**src/ssa_fifo.sv**
```systemverilog
`timescale 1ns / 1ps
`default_nettype none
module ssa_fifo #(
	parameter int WIDTH = 8,
	parameter int DEPTH = 2
) (
	input  logic             clk,
	input  logic             arst_n,
	input  logic             push,
	input  logic [WIDTH-1:0] wdata,
	output logic             full,
	input  logic             pop,
	output logic [WIDTH-1:0] rdata,
	output logic             empty
);
	localparam int PW = (DEPTH > 1) ? $clog2(DEPTH) : 1;
	localparam int CW = $clog2(DEPTH + 1);

	logic [WIDTH-1:0] mem_q [DEPTH];
	logic [PW-1:0]    wr_q;
	logic [PW-1:0]    rd_q;
	logic [CW-1:0]    cnt_q;

	assign full  = (cnt_q == CW'(DEPTH));
	assign empty = (cnt_q == '0);
	assign rdata = mem_q[rd_q];

	always_ff @(posedge clk) begin
		if (push) begin
			mem_q[wr_q] <= wdata;
		end
	end

	always_ff @(posedge clk or negedge arst_n) begin
		if (!arst_n) begin
			wr_q  <= '0;
			rd_q  <= '0;
			cnt_q <= '0;
		end else begin
			if (push) begin
				wr_q <= (wr_q == PW'(DEPTH - 1)) ? '0 : wr_q + 1'b1;
			end
			if (pop) begin
				rd_q <= (rd_q == PW'(DEPTH - 1)) ? '0 : rd_q + 1'b1;
			end
			if (push && !pop) begin
				cnt_q <= cnt_q + 1'b1;
			end else if (pop && !push) begin
				cnt_q <= cnt_q - 1'b1;
			end
		end
	end

endmodule
`default_nettype wire

```
**config.mk**
```make
export PLATFORM = sky130hd
export DESIGN_NAME = ssa_fifo
export DESIGN_NICKNAME = d
export VERILOG_FILES = /design/src/ssa_fifo.sv
export SDC_FILE = /design/constraint.sdc
export NUM_CORES = 1
export LEC_CHECK = 0
export BUFFER_PORTS_ARGS = -buffer_cell sky130_fd_sc_hd__buf_2
export CAP_MARGIN = 20
export CORE_MARGIN = 5
export CORE_UTILIZATION = 48
export DETAILED_ROUTE_END_ITERATION = 12
export PLACE_DENSITY_LB_ADDON = 0.05
export SLEW_MARGIN = 15
export SYNTH_ARGS = -nofsm -noshare
export SYNTH_HDL_FRONTEND = slang
export SYNTH_SLANG_ARGS = --single-unit
```
**constraint.sdc**
```tcl
create_clock -name clk -period 1.7 [get_ports clk]
set_input_delay 0.255 -clock clk [delete_from_list [all_inputs] [get_ports clk]]
set_output_delay 0.255 -clock clk [all_outputs]
set_load 0.01 [all_outputs]
```
==> metrics.md <==
| Metric | Value |
|---|---|
| Status | `finished, final reports clean` |
| Antenna Nets Post-Route | `0` |
| Combinational share of power | `26.6%` |
| Slowest cell on crit path | `dfrtp_2` |
| Fin. max-slew vios | `0` |
| Starting DRT DRC Count | `3` |
| Share of cells above drive strength 1 | `53.7%` |
| Placed insts | `78` |
| Max-slew headroom | `74.8%` |
| Final Cycle Share | `91.0%` |
| HP Class | `primary input to register` |
| Synth area leaders | `edfxtp_1 62%, dfrtp_1 13%, mux2_2 12%, xor2_1 4.5%, ha_1 1.6%` |
| Setup bufs post-CTS | `0` |
| Initial antenna violation count | `0` |
| Hold slack | `0.145 ns` |
| RSZ-0062 raised after global routing | `no` |
| Most common cell after layout, fill and taps aside | `buf_2` |
| Largest net degree at the start of global routing | `13` |
| Count of input and output buffers | `21` |
| Number of remaining DRC errors | `0` |
| Worst vdd ir | `0.848 mV` |
| Final setup vio count | `0` |
| Antenna diode count | `0` |
| Share of the synthesized area in the top cell type | `62.3%` |
| Synth area leader | `edfxtp_1` |
| Crit-path max cell delay | `0.50 ns` |
| Nets@finish | `81` |
| Ports | `22` |
| GPL Wtd Cong | `0.665` |
| Core area | `1510 sq um` |
| Wire length per cell | `13.6 um` |
| Die H | `50.1 um` |
| Vias/cell | `4.78` |
| Fmax | `0.647 GHz` |
| Fill cells | `120` |
| Die area | `2510 sq um` |
| Skew-Pair Late Insertion Delay | `0.29 ns` |
| Delay-heaviest family, CP | `flip-flops` |
| Yosys warns | `0` |
| Clock power frac | `24.2%` |
| Cell Area, Synth | `771 sq um` |
| P_leak | `0.397 nW` |
| Max clock buf depth | `2` |
| Yosys cell types | `12` |
| Initial core utilization | `51.2%` |
| Sequential area share after synthesis | `75.3%` |
| Crit path buffers/inverters | `1` |
| Hold Crit Start | `wdata[6]` |
| PwrDens | `1610 nW/um^2` |
| Worst endpoint data arrival time | `1.29 ns` |
| Area Overhead vs Synth | `24.0%` |
| CTS tree | `yes` |
| Post-synthesis area per instance | `18.8 sq um` |
| #FFs+latches synth | `20` |
| Class of the most critical setup path | `register to primary output` |
| First-pass iteration count of the detailed router | `3` |
| Vias | `397` |
| Final core utilization | `63.5%` |
| Most frequent cells in the layout | `21 x buf_2, 16 x edfxtp_1, 8 x mux2_2` |
| Minimum clock period | `1.55 ns` |
| H-tree lvl count | `1` |
| Clock slew seen by the registers of the worst setup and hold paths | `0.11 ns` |
| Row count | `14` |
| Critical Path RT | `1.44 ns` |
| Detailed placement HPWL | `842 um` |
| Clk_skew | `0.00551 ns` |
| Register share of total power | `49.3%` |
| First-pass GRT wire length | `1.90 mm` |
| Internal power | `1.13 mW` |
| Post-Syn Instances | `41` |
| Sw Share | `26.7%` |
| Worst-path maximum fanout | `9` |
| Overflow after GRT | `0` |
| Worst Setup End Kind | `primary output` |
| Setup TNS | `0 ns` |
| Layout Cells excl Fill | `83` |
| Final hold vios | `0` |
| Die W | `50.1 um` |
| Crit-path cells | `mux2_2 > buf_2` |
| Critical path origin | `rd_q` |
| Max-Cap Viols | `0` |
| All-Layer GR Usage | `9.84%` |
| CTS buffer count | `3` |
| CTS Sinks | `20` |
| Switching pwr | `412 uW` |
| CP Launch Type | `register` |
| Crit Reg-Reg Startpoint | `wr_q` |
| Wire length after detailed routing | `1.13 mm` |
| Root buffer cell | `clkbuf_4` |
| Vias in the first global route | `431` |
| Syn Nets | `54` |
| Worst Max-Slew Pin Slew | `0.378 ns` |
==> synthesized netlist by cell type <==
library cell,n
inv_1,1
nor2b_1,1
buf_6,1
dfrtp_1,4
mux2_2,8
and2_1,1
edfxtp_1,16
nor2_1,2
ha_1,1
xor2_1,4
and2b_2,1
xnor2_1,1
==> power groups by stage <==
stage	Sequential, mW	Clock (mW)	Combinational, mW
3_5_place_dp	0.769	0	0.418
5_1_grt	0.780	0.405	0.449
6_report	0.759	0.373	0.409
2_1_floorplan	0.719	0	0.320
4_1_cts	0.758	0.384	0.420
3_3_place_gp	0.764	0	0.409
==> final timing paths <==
| check | cells past startpoint | to | slack, ns |
|---|---|---|---|
| min in group asynchronous | 2 | wr_q | 0.29 |
| max in group asynchronous | 2 | rd_q | 1.28 |
| setup / recovery | 2 | rdata[6] | 0.15 |
| setup reg to reg | 1 | mem_q[1][5] | 0.61 |
| hold reg to reg | 1 | wr_q | 0.49 |
| hold / removal | 1 | mem_q[0][6] | 0.14 |
==> layout make-up <==
| type | instances | area, sq um | share of cell area (%) |
|---|---|---|---|
| clock inverter | 1 | 30.0 | 3.14 |
| timing repair buffer | 23 | 123 | 12.8 |
| inverter | 1 | 3.75 | 0.393 |
| tap | 16 | 20.0 | 2.09 |
| clock buffer | 3 | 22.5 | 2.36 |
| sequential | 20 | 582 | 60.9 |
| multi-input combinational | 19 | 175 | 18.3 |
==> routing by layer <==
layer / share of wire (%) / wire [um] / GRT usage, %
met5: 0 / 0 / 0
met4: 0 / 0 / 2.62
met3: 5.9 / 67 / 3.31
met2: 47 / 528 / 15.9
met1: 47 / 532 / 12.5
==> metrics by stage <==
stage | cell area, sq um | worst slack, ns | total power [mW]
floorplan | 771 | 0.538 | 1.04
global placement | 892 | 0.381 | 1.17
detailed placement | 892 | 0.363 | 1.19
CTS | 955 | 0.0305 | 1.56
global route | 956 | 0.0961 | 1.63
finish | 956 | 0.154 | 1.54
==> state kept, by name, indices dropped and copies added, names as in the netlist <==
register	flops
wr_q	1
rd_q	1
cnt_q	2
mem_q	16
==> cells by family (layout without fill, tap and decap cells) <==
group	after synthesis	in the layout	share of synthesized area [%]
fa+ha+maj	1	1	1.62
xor+xnor	5	5	5.68
flops	20	20	75.3
mux	8	8	11.7
simple gates	5	5	3.74
buf+inv	2	28	1.95
==> repair_timing <==
action	CTS	global route
endpoints found under the hold margin	4	0
endpoints found under the setup margin	0	8
gates resized for setup	0	1
hold buffers	1	0
No activity file was read; power rests on OpenSTA's default activity.
