**src/ssa_pkg.sv**
```systemverilog
`timescale 1ns / 1ps
`default_nettype none
package ssa_pkg;

	localparam int IO_WIDTH       = 64;
	localparam int DATA_WIDTH_DEF = 64;
	localparam int QUEUE_DEPTH    = 2;

	typedef enum logic [2:0] {
		OP_ADD = 3'd0,
		OP_SUB = 3'd1,
		OP_MUL = 3'd2,
		OP_DIV = 3'd3,
		OP_REM = 3'd4
	} op_t;

	// classification made by the front end, carried with each queued item
	typedef struct packed {
		op_t  op;
		logic sa;
		logic sb;
		logic bzero;
		logic lt;
		logic eq;
		logic gt;
	} ctl_t;

	localparam int CTL_W = $bits(ctl_t);

endpackage
`default_nettype wire

```
**src/ssa_front.sv**
```systemverilog
`timescale 1ns / 1ps
`default_nettype none
module ssa_front #(
	parameter int DATA_WIDTH = ssa_pkg::DATA_WIDTH_DEF
) (
	input  logic                                req_valid,
	output logic                                req_ready,
	input  logic [2:0]                          req_type,
	input  logic signed [ssa_pkg::IO_WIDTH-1:0] operand_a,
	input  logic signed [ssa_pkg::IO_WIDTH-1:0] operand_b,
	input  logic                                full,
	output logic                                push,
	output ssa_pkg::ctl_t                       ctl,
	output logic [4*DATA_WIDTH-1:0]             data
);
	import ssa_pkg::*;

	logic signed [DATA_WIDTH-1:0] a_w;
	logic signed [DATA_WIDTH-1:0] b_w;
	logic [DATA_WIDTH-1:0]        ma;
	logic [DATA_WIDTH-1:0]        mb;

	assign a_w = operand_a[DATA_WIDTH-1:0];
	assign b_w = operand_b[DATA_WIDTH-1:0];

	// magnitudes; the minimum maps to 2^(W-1), which still fits unsigned
	assign ma = a_w[DATA_WIDTH-1] ? (~a_w + 1'b1) : a_w;
	assign mb = b_w[DATA_WIDTH-1] ? (~b_w + 1'b1) : b_w;

	assign req_ready = !full;
	assign push      = req_valid && !full;

	always_comb begin
		ctl.op    = op_t'(req_type);
		ctl.sa    = a_w[DATA_WIDTH-1];
		ctl.sb    = b_w[DATA_WIDTH-1];
		ctl.bzero = (b_w == '0);
		ctl.lt    = (a_w < b_w);
		ctl.eq    = (a_w == b_w);
		ctl.gt    = (a_w > b_w);
	end

	assign data = {a_w, b_w, ma, mb};

endmodule
`default_nettype wire

```
**config.mk**
```make
export PLATFORM = sky130hd
export DESIGN_NAME = ssa_front
export DESIGN_NICKNAME = d
export VERILOG_FILES = /design/src/ssa_pkg.sv /design/src/ssa_front.sv
export SDC_FILE = /design/constraint.sdc
export NUM_CORES = 1
export LEC_CHECK = 0
export ABC_AREA = 1
export BUFFER_PORTS_ARGS = -buffer_cell sky130_fd_sc_hd__buf_2
export CAP_MARGIN = 20
export CORE_AREA = 3 3 152 154
export DETAILED_ROUTE_END_ITERATION = 7
export DIE_AREA = 0 0 155 157
export PLACE_DENSITY = 0.57
export SYNTH_ARGS = -nofsm -noshare
export SYNTH_HDL_FRONTEND = slang
export SYNTH_SLANG_ARGS = --single-unit
export TNS_END_PERCENT = 1
```
**constraint.sdc**
```tcl
create_clock -name vclk -period 2.9
set_input_delay 0.435 -clock vclk [all_inputs]
set_output_delay 0.435 -clock vclk [all_outputs]
set_load 0.02 [all_outputs]
```
==> results.yml <==
setup_path:
  critical_path.max_fanout: 5
  kind_of_end_point_of_the_critical_path: "output port"
  crit_path_arrival_time_ps: 2280
  timing.critical_path.required_ps: 2470
  criticalPathCategory: "input pin to output port"
  timing.critical_path.from_type: "input pin"
min_path:
  worstHoldPathCells: 0
  min-delay-path-class: "input pin to output port"
placement:
  buffer_ports.inserted: 394
  gpl.final_weighted_congestion: 0.965
  place_area_mm2: 0.00820
  place.detailed.hpwl_um: 26800
sta:
  rsz0062_at_grt: "false"
  finalWorstPathRequiredPeriod_ps: 2720
  final-max-slew-violation-count: 0
  layout_worst_path_cycle_share_pct: 93.6
  fmax_mhz: 368
  timing.setup.tns_ps: 0
  setup_viol: 0
  report.final.hold_viol_count: 0
  tightest_slew_ps: 827
  maxSlewHeadroom_pct: 44.8
final_layout:
  storage_cell_area_um2: 0
  layout-drive-gt1-share_pct: 32.1
  finalInstanceArea_mm2: 0.00820
  layout-area-overhead-vs-synth_pct: 19.0
  antenna_diode_count: 0
  fillerInstances: 2578
  finalCoreUtilization_pct: 37.6
  design.seq.count: 0
  num-clock-buffers: 0
  finalNetCount: 1643
power_and_ir_drop:
  power_frac_seq_pct: 0
  power.ir.vdd_worst_mv: 0.0789
  switchingPower_mw: 1.03
  total_power_mw: 1.50
  cellLeakagePower_nw: 4.59
  power.share.combinational_pct: 100.0
  power.switching_fraction_pct: 68.7
  powerDensity_mw_per_mm2: 183
  power.clock.fraction_pct: 0
  cell_internal_pwr_mw: 0.469
route:
  count_of_vias_placed_by_the_detailed_router: 8328
  final_antenna_net_count: 0
  via_per_inst: 4.84
  final_wirelength_um: 30500
  drt_first_pass_iters: 5
  drc_errors: 0
  initialDrtViolationCount: 380
  wire_per_inst_um: 17.7
floorplan:
  fp-row-count: 54
  floorplan.die_area_mm2: 0.0243
  floorplan.io_pins: 400
  floorplan.core_area_mm2: 0.0218
  die_w_um: 155
  starting_utilization_of_the_core_area_pct: 31.6
  chipHeight_um: 157
global_routing:
  grt_pass1_wl_um: 44900
  vias_in_the_first_global_route: 7843
  grt_util_all_layers_pct: 23.2
  antenna_found_initial: 0
  pin_count_of_the_biggest_net_entering_global_routing: 57
  grt_overflow_total: 0
status:
  run_status: "finished clean"
yosys:
  syn_avg_cell_area_um2: 5.79
  synthCells: 1189
  fraction_of_the_yosys_area_taken_by_sequential_cells_pct: 0
  synth.lib_cells_used.distinct: 46
  yosysWarnings: 0
  netlist_area_mm2: 0.00689
  synth_fp_nets: 1388
clock_network:
  cts_hold_repair.buffers: 0
  cts_setup_buffers: 0
  post_cts.resized_instances: 0
run:
  max_cap_viol_count: 0
[synthesized netlist by cell type, types with 6 or more instances]
cell / number / area, um2
clkbuf_1: 10 / 37.5
nor2_1: 169 / 634
nor4_1: 7 / 43.8
nand2_1: 257 / 965
nor2_4: 7 / 78.8
nor2_2: 11 / 68.8
buf_4: 136 / 1020
a31oi_1: 9 / 56.3
inv_1: 148 / 556
nand4_1: 35 / 219
nor3_1: 18 / 90.1
xnor2_1: 10 / 87.6
o21ai_0: 32 / 160
nand3_1: 63 / 315
xor2_1: 100 / 876
o21ai_1: 6 / 30.0
o31ai_1: 8 / 60.1
a21oi_1: 37 / 185
nand2_2: 6 / 37.5
inv_2: 6 / 22.5
ha_1: 66 / 826
[cell usage in the layout, fill, tap and decap left out, types with 4 or more instances in the layout]
master,instances
o21ai_1,6
buf_4,10
xnor2_1,10
o21ai_2,4
nor2_4,7
a31oi_1,9
buf_2,394
xor2_1,100
nor3_1,18
nor2_2,11
o21ai_0,32
inv_2,6
nand3_1,63
nand2_1,257
nor3_2,4
o31ai_1,8
nand4_1,35
a21oi_1,37
inv_1,148
nand3_2,4
nor4_1,6
ha_1,66
nand2_2,6
nor2_1,169
[metal layers]
layer	GRT usage, %	vias to the layer above	routed length (um)
li1	-	4192	-
met1	32.9	3761	14000
met2	39.4	336	14100
met3	1.32	39	1800
met4	4.04	0	584
met5	0	-	0
[through the flow]
stage          std cells  worst slack [ps]  hold slack, ps
2_1_floorplan       1189               132             947
3_3_place_gp        1722               155             870
3_5_place_dp        1722               206             870
4_1_cts             1722               201             870
5_1_grt             1722              12.2             870
6_report            1722               184             870
[worst max-delay path, cell delays in order]
cell and delay (ps):
buf_2 110, inv_1 130, ha_1 270, nand3_4 110
nor2_4 180, nand2_4 90, nor2_2 100, nand3_2 140
o31ai_2 250, xor2_1 240, buf_2 210
[cell type report]
cell class / instances / area, um2 / share of cell area (%)
multi-input cells: 884 / 5220 / 63.7
well taps: 280 / 350 / 4.27
repair buffers: 404 / 2050 / 25.0
inverters: 154 / 578 / 7.05
[logic make-up (layout without fill, tap and decap cells)]
logic type	after synthesis	after routing	share of synthesized area [%]
xor+xnor	111	111	14.2
buf+inv	305	558	24.3
fa+ha+maj	66	66	12.0
compound gates	106	106	9.03
simple gates	601	601	40.5
[power groups by stage]
| stage | combinational [mW] | sequential [mW] | clock, mW |
|---|---|---|---|
| 2_1_floorplan | 1.01 | 0 | 0 |
| 3_3_place_gp | 1.50 | 0 | 0 |
| 3_5_place_dp | 1.50 | 0 | 0 |
| 4_1_cts | 1.51 | 0 | 0 |
| 5_1_grt | 1.64 | 0 | 0 |
| 6_report | 1.50 | 0 | 0 |
[worst paths after layout]
| path | start | to | slack, ps |
|---|---|---|---|
| setup / recovery | operand_b[1] | data[26] | 180 |
| hold / removal | req_type[0] | ctl[6] | 870 |
No activity file was read; power rests on OpenSTA's default activity.
