## src/ssa_pkg.sv

```systemverilog
`timescale 1ns / 1ps
`default_nettype none
package ssa_pkg;

	localparam int IO_WIDTH       = 64;
	localparam int DATA_WIDTH_DEF = 64;
	localparam int QUEUE_DEPTH    = 2;

	typedef enum logic [2:0] {
		OP_ADD = 3'd0,
		OP_SUB = 3'd1,
		OP_MUL = 3'd2,
		OP_DIV = 3'd3,
		OP_REM = 3'd4
	} op_t;

	// classification made by the front end, carried with each queued item
	typedef struct packed {
		op_t  op;
		logic sa;
		logic sb;
		logic bzero;
		logic lt;
		logic eq;
		logic gt;
	} ctl_t;

	localparam int CTL_W = $bits(ctl_t);

endpackage
`default_nettype wire

```

## src/ssa_back.sv

```systemverilog
`timescale 1ns / 1ps
`default_nettype none
module ssa_back #(
	parameter int DATA_WIDTH = ssa_pkg::DATA_WIDTH_DEF
) (
	input  logic                                clk,
	input  logic                                arst_n,
	input  logic                                empty,
	input  ssa_pkg::ctl_t                       ctl,
	input  logic [4*DATA_WIDTH-1:0]             data,
	output logic                                pop,
	output logic                                res_valid,
	input  logic                                res_ready,
	output logic signed [ssa_pkg::IO_WIDTH-1:0] result_value,
	output logic                                saturated,
	output logic                                div_zero,
	output logic                                a_less,
	output logic                                a_equal,
	output logic                                a_greater
);
	import ssa_pkg::*;

	localparam int W  = DATA_WIDTH;
	localparam int H  = (DATA_WIDTH + 1) / 2;
	localparam int W2 = 2 * DATA_WIDTH;
	localparam int CW = $clog2(DATA_WIDTH + 1);

	localparam logic [W-1:0] SMAX = {1'b0, {(W-1){1'b1}}};
	localparam logic [W-1:0] SMIN = {1'b1, {(W-1){1'b0}}};

	typedef enum logic [3:0] {
		ST_IDLE = 4'b0001,
		ST_MUL  = 4'b0010,
		ST_DIV  = 4'b0100,
		ST_FIN  = 4'b1000
	} state_t;

	state_t        state_q;
	ctl_t          ctl_q;
	logic [W-1:0]  ma_q;
	logic [W-1:0]  mb_q;
	logic [W-1:0]  rem_q;
	logic [W-1:0]  quo_q;
	logic [W2-1:0] acc_q;
	logic [2*H-1:0] prod_q;
	logic [2:0]    step_q;
	logic [CW-1:0] cnt_q;

	logic [W-1:0]  res_q;
	logic          res_valid_q;
	logic          sat_q;
	logic          dz_q;
	logic          lt_q;
	logic          eq_q;
	logic          gt_q;

	logic [W-1:0]  a_in;
	logic [W-1:0]  b_in;
	logic [W-1:0]  ma_in;
	logic [W-1:0]  mb_in;
	logic          out_free;

	assign {a_in, b_in, ma_in, mb_in} = data;
	assign out_free = !res_valid_q || res_ready;

	// add/sub, zero divisor and unknown codes finish straight from the queue head
	logic [W:0]    sum;
	logic [W-1:0]  dir_res;
	logic          dir_sat;
	logic          dir_dz;
	logic          is_long;

	always_comb begin
		sum     = '0;
		dir_res = '0;
		dir_sat = 1'b0;
		dir_dz  = 1'b0;
		is_long = 1'b0;
		case (ctl.op)
			OP_ADD, OP_SUB: begin
				if (ctl.op == OP_ADD) begin
					sum = {a_in[W-1], a_in} + {b_in[W-1], b_in};
				end else begin
					sum = {a_in[W-1], a_in} - {b_in[W-1], b_in};
				end
				if (sum[W] != sum[W-1]) begin
					dir_sat = 1'b1;
					dir_res = ctl.sa ? SMIN : SMAX;
				end else begin
					dir_res = sum[W-1:0];
				end
			end
			OP_MUL: begin
				is_long = 1'b1;
			end
			OP_DIV, OP_REM: begin
				if (ctl.bzero) begin
					dir_dz = 1'b1;
				end else begin
					is_long = 1'b1;
				end
			end
			default: begin
				dir_res = '0;
			end
		endcase
	end

	// multiply: four half-width partial products, one per cycle
	logic [H-1:0]  a0, a1, b0, b1;
	logic [H-1:0]  mul_x, mul_y;
	logic [W2-1:0] pext;
	logic [W2-1:0] padd;

	assign a0 = ma_q[H-1:0];
	assign a1 = H'(ma_q[W-1:H]);
	assign b0 = mb_q[H-1:0];
	assign b1 = H'(mb_q[W-1:H]);
	assign pext = W2'(prod_q);

	always_comb begin
		case (step_q)
			3'd0: begin mul_x = a0; mul_y = b0; end
			3'd1: begin mul_x = a0; mul_y = b1; end
			3'd2: begin mul_x = a1; mul_y = b0; end
			default: begin mul_x = a1; mul_y = b1; end
		endcase
		case (step_q)
			3'd1: padd = pext;
			3'd2, 3'd3: padd = pext << H;
			default: padd = pext << (2 * H);
		endcase
	end

	// restoring divide, one quotient bit per cycle
	logic [W:0]   dshift;
	logic [W:0]   dtrial;

	assign dshift = {rem_q, quo_q[W-1]};
	assign dtrial = dshift - {1'b0, mb_q};

	// final saturation for long operations
	logic [W-1:0] fin_res;
	logic         fin_sat;
	logic         neg_q;
	logic [W-1:0] mlo;

	assign neg_q = ctl_q.sa ^ ctl_q.sb;
	assign mlo   = acc_q[W-1:0];

	always_comb begin
		fin_res = '0;
		fin_sat = 1'b0;
		case (ctl_q.op)
			OP_MUL: begin
				if ((acc_q[W2-1:W] != '0) || (mlo > (neg_q ? SMIN : SMAX))) begin
					fin_sat = 1'b1;
					fin_res = neg_q ? SMIN : SMAX;
				end else begin
					fin_res = neg_q ? (~mlo + 1'b1) : mlo;
				end
			end
			OP_DIV: begin
				if (!neg_q && quo_q[W-1]) begin
					fin_sat = 1'b1;
					fin_res = SMAX;
				end else begin
					fin_res = neg_q ? (~quo_q + 1'b1) : quo_q;
				end
			end
			default: begin
				fin_res = ctl_q.sa ? (~rem_q + 1'b1) : rem_q;
			end
		endcase
	end

	assign pop = (state_q == ST_IDLE) && !empty && (is_long || out_free);

	always_ff @(posedge clk) begin
		if (pop && is_long) begin
			ctl_q  <= ctl;
			ma_q   <= ma_in;
			mb_q   <= mb_in;
			acc_q  <= '0;
			rem_q  <= '0;
			quo_q  <= ma_in;
			step_q <= '0;
			cnt_q  <= CW'(W);
		end else begin
			case (state_q)
				ST_MUL: begin
					prod_q <= mul_x * mul_y;
					if (step_q != 3'd0) begin
						acc_q <= acc_q + padd;
					end
					step_q <= step_q + 1'b1;
				end
				ST_DIV: begin
					rem_q  <= dtrial[W] ? dshift[W-1:0] : dtrial[W-1:0];
					quo_q  <= {quo_q[W-2:0], ~dtrial[W]};
					cnt_q  <= cnt_q - 1'b1;
				end
				default: begin
				end
			endcase
		end
	end

	always_ff @(posedge clk or negedge arst_n) begin
		if (!arst_n) begin
			state_q     <= ST_IDLE;
			res_valid_q <= 1'b0;
		end else begin
			if (res_valid_q && res_ready) begin
				res_valid_q <= 1'b0;
			end
			case (state_q)
				ST_IDLE: begin
					if (pop) begin
						if (is_long) begin
							state_q <= (ctl.op == OP_MUL) ? ST_MUL : ST_DIV;
						end else begin
							res_valid_q <= 1'b1;
						end
					end
				end
				ST_MUL: begin
					if (step_q == 3'd4) begin
						state_q <= ST_FIN;
					end
				end
				ST_DIV: begin
					if (cnt_q == CW'(1)) begin
						state_q <= ST_FIN;
					end
				end
				ST_FIN: begin
					if (out_free) begin
						res_valid_q <= 1'b1;
						state_q     <= ST_IDLE;
					end
				end
				default: state_q <= ST_IDLE;
			endcase
		end
	end

	always_ff @(posedge clk) begin
		if (pop && !is_long) begin
			res_q <= dir_res;
			sat_q <= dir_sat;
			dz_q  <= dir_dz;
			lt_q  <= ctl.lt;
			eq_q  <= ctl.eq;
			gt_q  <= ctl.gt;
		end else if ((state_q == ST_FIN) && out_free) begin
			res_q <= fin_res;
			sat_q <= fin_sat;
			dz_q  <= 1'b0;
			lt_q  <= ctl_q.lt;
			eq_q  <= ctl_q.eq;
			gt_q  <= ctl_q.gt;
		end
	end

	assign res_valid    = res_valid_q;
	assign result_value = IO_WIDTH'(signed'(res_q));
	assign saturated    = sat_q;
	assign div_zero     = dz_q;
	assign a_less       = lt_q;
	assign a_equal      = eq_q;
	assign a_greater    = gt_q;

`ifndef SYNTHESIS
	assert property (@(posedge clk) disable iff (!arst_n)
		res_valid_q && dz_q |-> (res_q == '0) && !sat_q)
		else $error("div_zero with nonzero result or saturation");

	assert property (@(posedge clk) disable iff (!arst_n)
		res_valid_q |-> $onehot({lt_q, eq_q, gt_q}))
		else $error("compare flags not exclusive");

	assert property (@(posedge clk) disable iff (!arst_n)
		pop |-> !empty && (state_q == ST_IDLE))
		else $error("pop from empty queue or while busy");

	assert property (@(posedge clk) disable iff (!arst_n)
		(state_q == ST_FIN) && !out_free |=> (state_q == ST_FIN) && res_valid_q)
		else $error("finished item lost while output stalled");
`endif

endmodule
`default_nettype wire

```

## config.mk

```make
export PLATFORM = sky130hd
export DESIGN_NAME = ssa_back
export DESIGN_NICKNAME = d
export VERILOG_FILES = /design/src/ssa_pkg.sv /design/src/ssa_back.sv
export SDC_FILE = /design/constraint.sdc
export NUM_CORES = 2
export LEC_CHECK = 0
export CORE_MARGIN = 10
export CORE_UTILIZATION = 45
export DETAILED_ROUTE_END_ITERATION = 6
export DONT_BUFFER_PORTS = 1
export PLACE_DENSITY = 0.68
export SLEW_MARGIN = 20
export SYNTH_ARGS = -nofsm -noshare
export SYNTH_HDL_FRONTEND = slang
export SYNTH_SLANG_ARGS = --single-unit
```

## constraint.sdc

```tcl
create_clock -name clk -period 27.4 [get_ports clk]
set_input_delay 1.37 -clock clk [delete_from_list [all_inputs] [get_ports clk]]
set_output_delay 1.37 -clock clk [all_outputs]
set_load 0.005 [all_outputs]
```

==> impl_metrics.yaml <==
outcome:
  status: "finished with violations"
  violations: "DRC"
timing:
  fin_skew_ps: 55.51
  slew-limit-headroom: 0.1025
  drv_slew: 0
  fmax_ghz: 0.08691
  whs_ps: 389.3
  rsz0062_at_grt: "no"
  final.min_clock_period_ps: 11510
  post-route-period-util: 0.4199
  tightest_slew_ps: 1334
  fin_setup_tns_ps: 0
  setup_violations: 0
  hold_viol: 0
finish:
  finalNonFillerCells: 11620
  utilization: 0.4818
  fill_cells: 16560
  layout-drive-gt1-share: 0.04604
  areaGrowthSynthToFinish_pct: 6.367
  final_net_count: 10940
global_routing:
  grt.overflow.total: 0
  grt_pass1_wl_um: 477400
  grtUsageTotal: 0.3347
  antenna_found_initial: 57
  grt_pass1_vias: 70120
  grt_max_degree: 107
logic_synthesis:
  synth_flop_cell: "edfxtp_1"
  syn-cell-area_mm2: 0.07778
  synth_edf_count: 333
  synth.distinct_cells: 97
  yosys.area.top_type: "fa_1"
  synth_top_cell_area_share: 0.2314
  synthTopCellsByArea: "fa_1 (23%), edfxtp_1 (13%), ha_1 (9.5%)"
  avgSynthCellArea_um2: 8.215
  ys_ff_latch: 540
  synth_cells: 9469
  ys_seq_area_frac: 0.1822
  synth_fp_nets: 11230
  synth_warnings: 0
  async_flop_share: 0.009259
clock_network:
  cts_resized: 0
  clock_latency_ps: 700
  ctsHoldBuffers: 0
  cts_htree_levels: 3
  root_buffer: "clkbuf_16"
  cts_buffers: 67
  cts_tree: "built"
  clk_pin_slew_ps: 60
  cts_buffer_depth: 3
  postCtsSetupBuffers: 0
  cts_sinks: 540
detailed_routing:
  viasPerCell: 6.274
  finalWirelength_um: 330800
  drt.antenna.violating_nets: 0
  drt-initial-drc-count: 9082
  firstDrtPassIters: 7
  vias: 72920
  routedWlPerCell_um: 28.47
  drc: 5
die:
  core_area_mm2: 0.1717
  pin_count: 340
  die_h_um: 435.8
  die_w_um: 435.8
  rows: 152
  initial_core_util: 0.4529
  dieArea_mm2: 0.1899
hold_path:
  hold_class: "in2async"
critical_path:
  criticalPathCategory: "reg2reg"
  critPathTopFamily: "adder cells"
  critPathBufInv: 6
  max_stage_delay_ps: 870
  cp-start-kind: "register"
  critPathMaxFanout: 79
  reg2reg_depth: 31
  endpoint_kind: "register"
  reg2reg_slack_ps: 15890
  cp.depth: 31
  slowest_stage: "a21oi_4"
  crit_top_cell: "fa_1"
  critPathRequiredTime_ps: 27800
  critPathArrivalTime_ps: 11910
placed_design:
  gp_congestion: 1.020
  portBuffers: 0
  dp_hpwl_um: 260700
  dp.cells: 11420
job:
  maxCapViolCount: 0
## stage by stage
stage | instance area [µm²] | setup WS [ps]
6_report | 82740 | 15890
3_3_place_gp | 80280 | 16180
3_5_place_dp | 80300 | 16010
5_1_grt | 82700 | 15500
2_1_floorplan | 77780 | 17990
4_1_cts | 82510 | 16010
## state kept, by name, indices dropped and copies added, names as in the netlist
register,count
prod_q,64
saturated,1
state_q,4
a_equal,1
ctl_q,8
result_value,64
acc_q,128
a_less,1
ma_q,64
cnt_q,7
step_q,3
res_valid,1
a_greater,1
div_zero,1
mb_q,64
rem_q,64
quo_q,64
## cell usage in the layout (no fill, tap or decap), drive strengths merged, types with 74 or more instances in the layout
master     n
a21o     255
a21oi    713
a31oi     84
and3      75
buf      157
clkbuf    87
dfxtp    202
diode     79
edfxtp   333
fa       899
ha       593
inv     1028
nand2   1292
nand3    142
nand4    143
nor2    1029
nor3     136
nor4      77
o21ai    482
o31ai     74
xnor2    245
xor2     194
## per-layer routing
| layer | vias to the layer above | wire, µm | global-route usage |
|---|---|---|---|
| li1 | 31590 | - | - |
| met1 | 35720 | 121500 | 0.4146 |
| met2 | 4480 | 145400 | 0.5114 |
| met3 | 1100 | 35120 | 0.07422 |
| met4 | 26 | 28620 | 0.2470 |
| met5 | - | 177 | 0 |
## Yosys cell counts, types with 38 or more instances
master / instances
nand2_1: 1292
nor2_1: 1029
inv_1: 1019
fa_1: 899
a21oi_1: 712
ha_1: 593
clkbuf_1: 465
o21ai_0: 449
edfxtp_1: 333
a21o_1: 255
xnor2_1: 245
dfxtp_1: 202
xor2_1: 194
nand4_1: 143
nand3_1: 142
nor3_1: 130
a31oi_1: 84
and3_1: 75
o31ai_1: 73
nor4_1: 72
o21bai_1: 69
or3_1: 67
o211ai_1: 57
nand2b_1: 54
and2_1: 51
o21a_1: 51
o22ai_1: 51
mux2i_1: 49
nor2b_1: 45
a22o_1: 40
a211oi_1: 39
buf_1: 38
## worst paths after layout
kind                       startpoint    endpoint
setup / recovery            step_q[0]  prod_q[63]
hold / removal                 arst_n   res_valid
setup reg to reg            step_q[0]  prod_q[63]
hold reg to reg             acc_q[93]   acc_q[93]
max in group asynchronous      arst_n  state_q[0]
min in group clk            acc_q[93]   acc_q[93]
## logic make-up after synthesis
| logic type | synth area share |
|---|---|
| buffers and inverters | 0.07448 |
| AOI/OAI and AO/OA | 0.1717 |
| adders and majority gates | 0.3268 |
| muxes | 0.01108 |
| DFF | 0.1822 |
| xor gates and xnor gates | 0.04943 |
| and+or+nand+nor | 0.1844 |
## area by class of cell
type / instances / area (µm²) / share of cell area
inverter: 1023 / 3847 / 0.04650
tap: 2310 / 2890 / 0.03493
sequential: 540 / 14170 / 0.1713
timing repair buffer: 157 / 1206 / 0.01458
antenna: 79 / 197.7 / 0.002389
multi-input combinational: 7390 / 58220 / 0.7036
clock buffer: 87 / 1909 / 0.02308
clock inverter: 35 / 300.3 / 0.003629
## worst reg2reg max path: cells and delay by family, from the launching register on
family	cells	cell delay, ps
adder cells (fa/ha/maj)	10	4760
AO/OA/AOI/OAI	10	3930
buffers and inverters	6	1140
AND/OR/NAND/NOR	4	890
flip-flops	1	400
XOR/XNOR	1	140
Power is left out: the tool's default activity adds up to more than one toggle a clock period on the data nets, which glitch-free logic cannot reach.
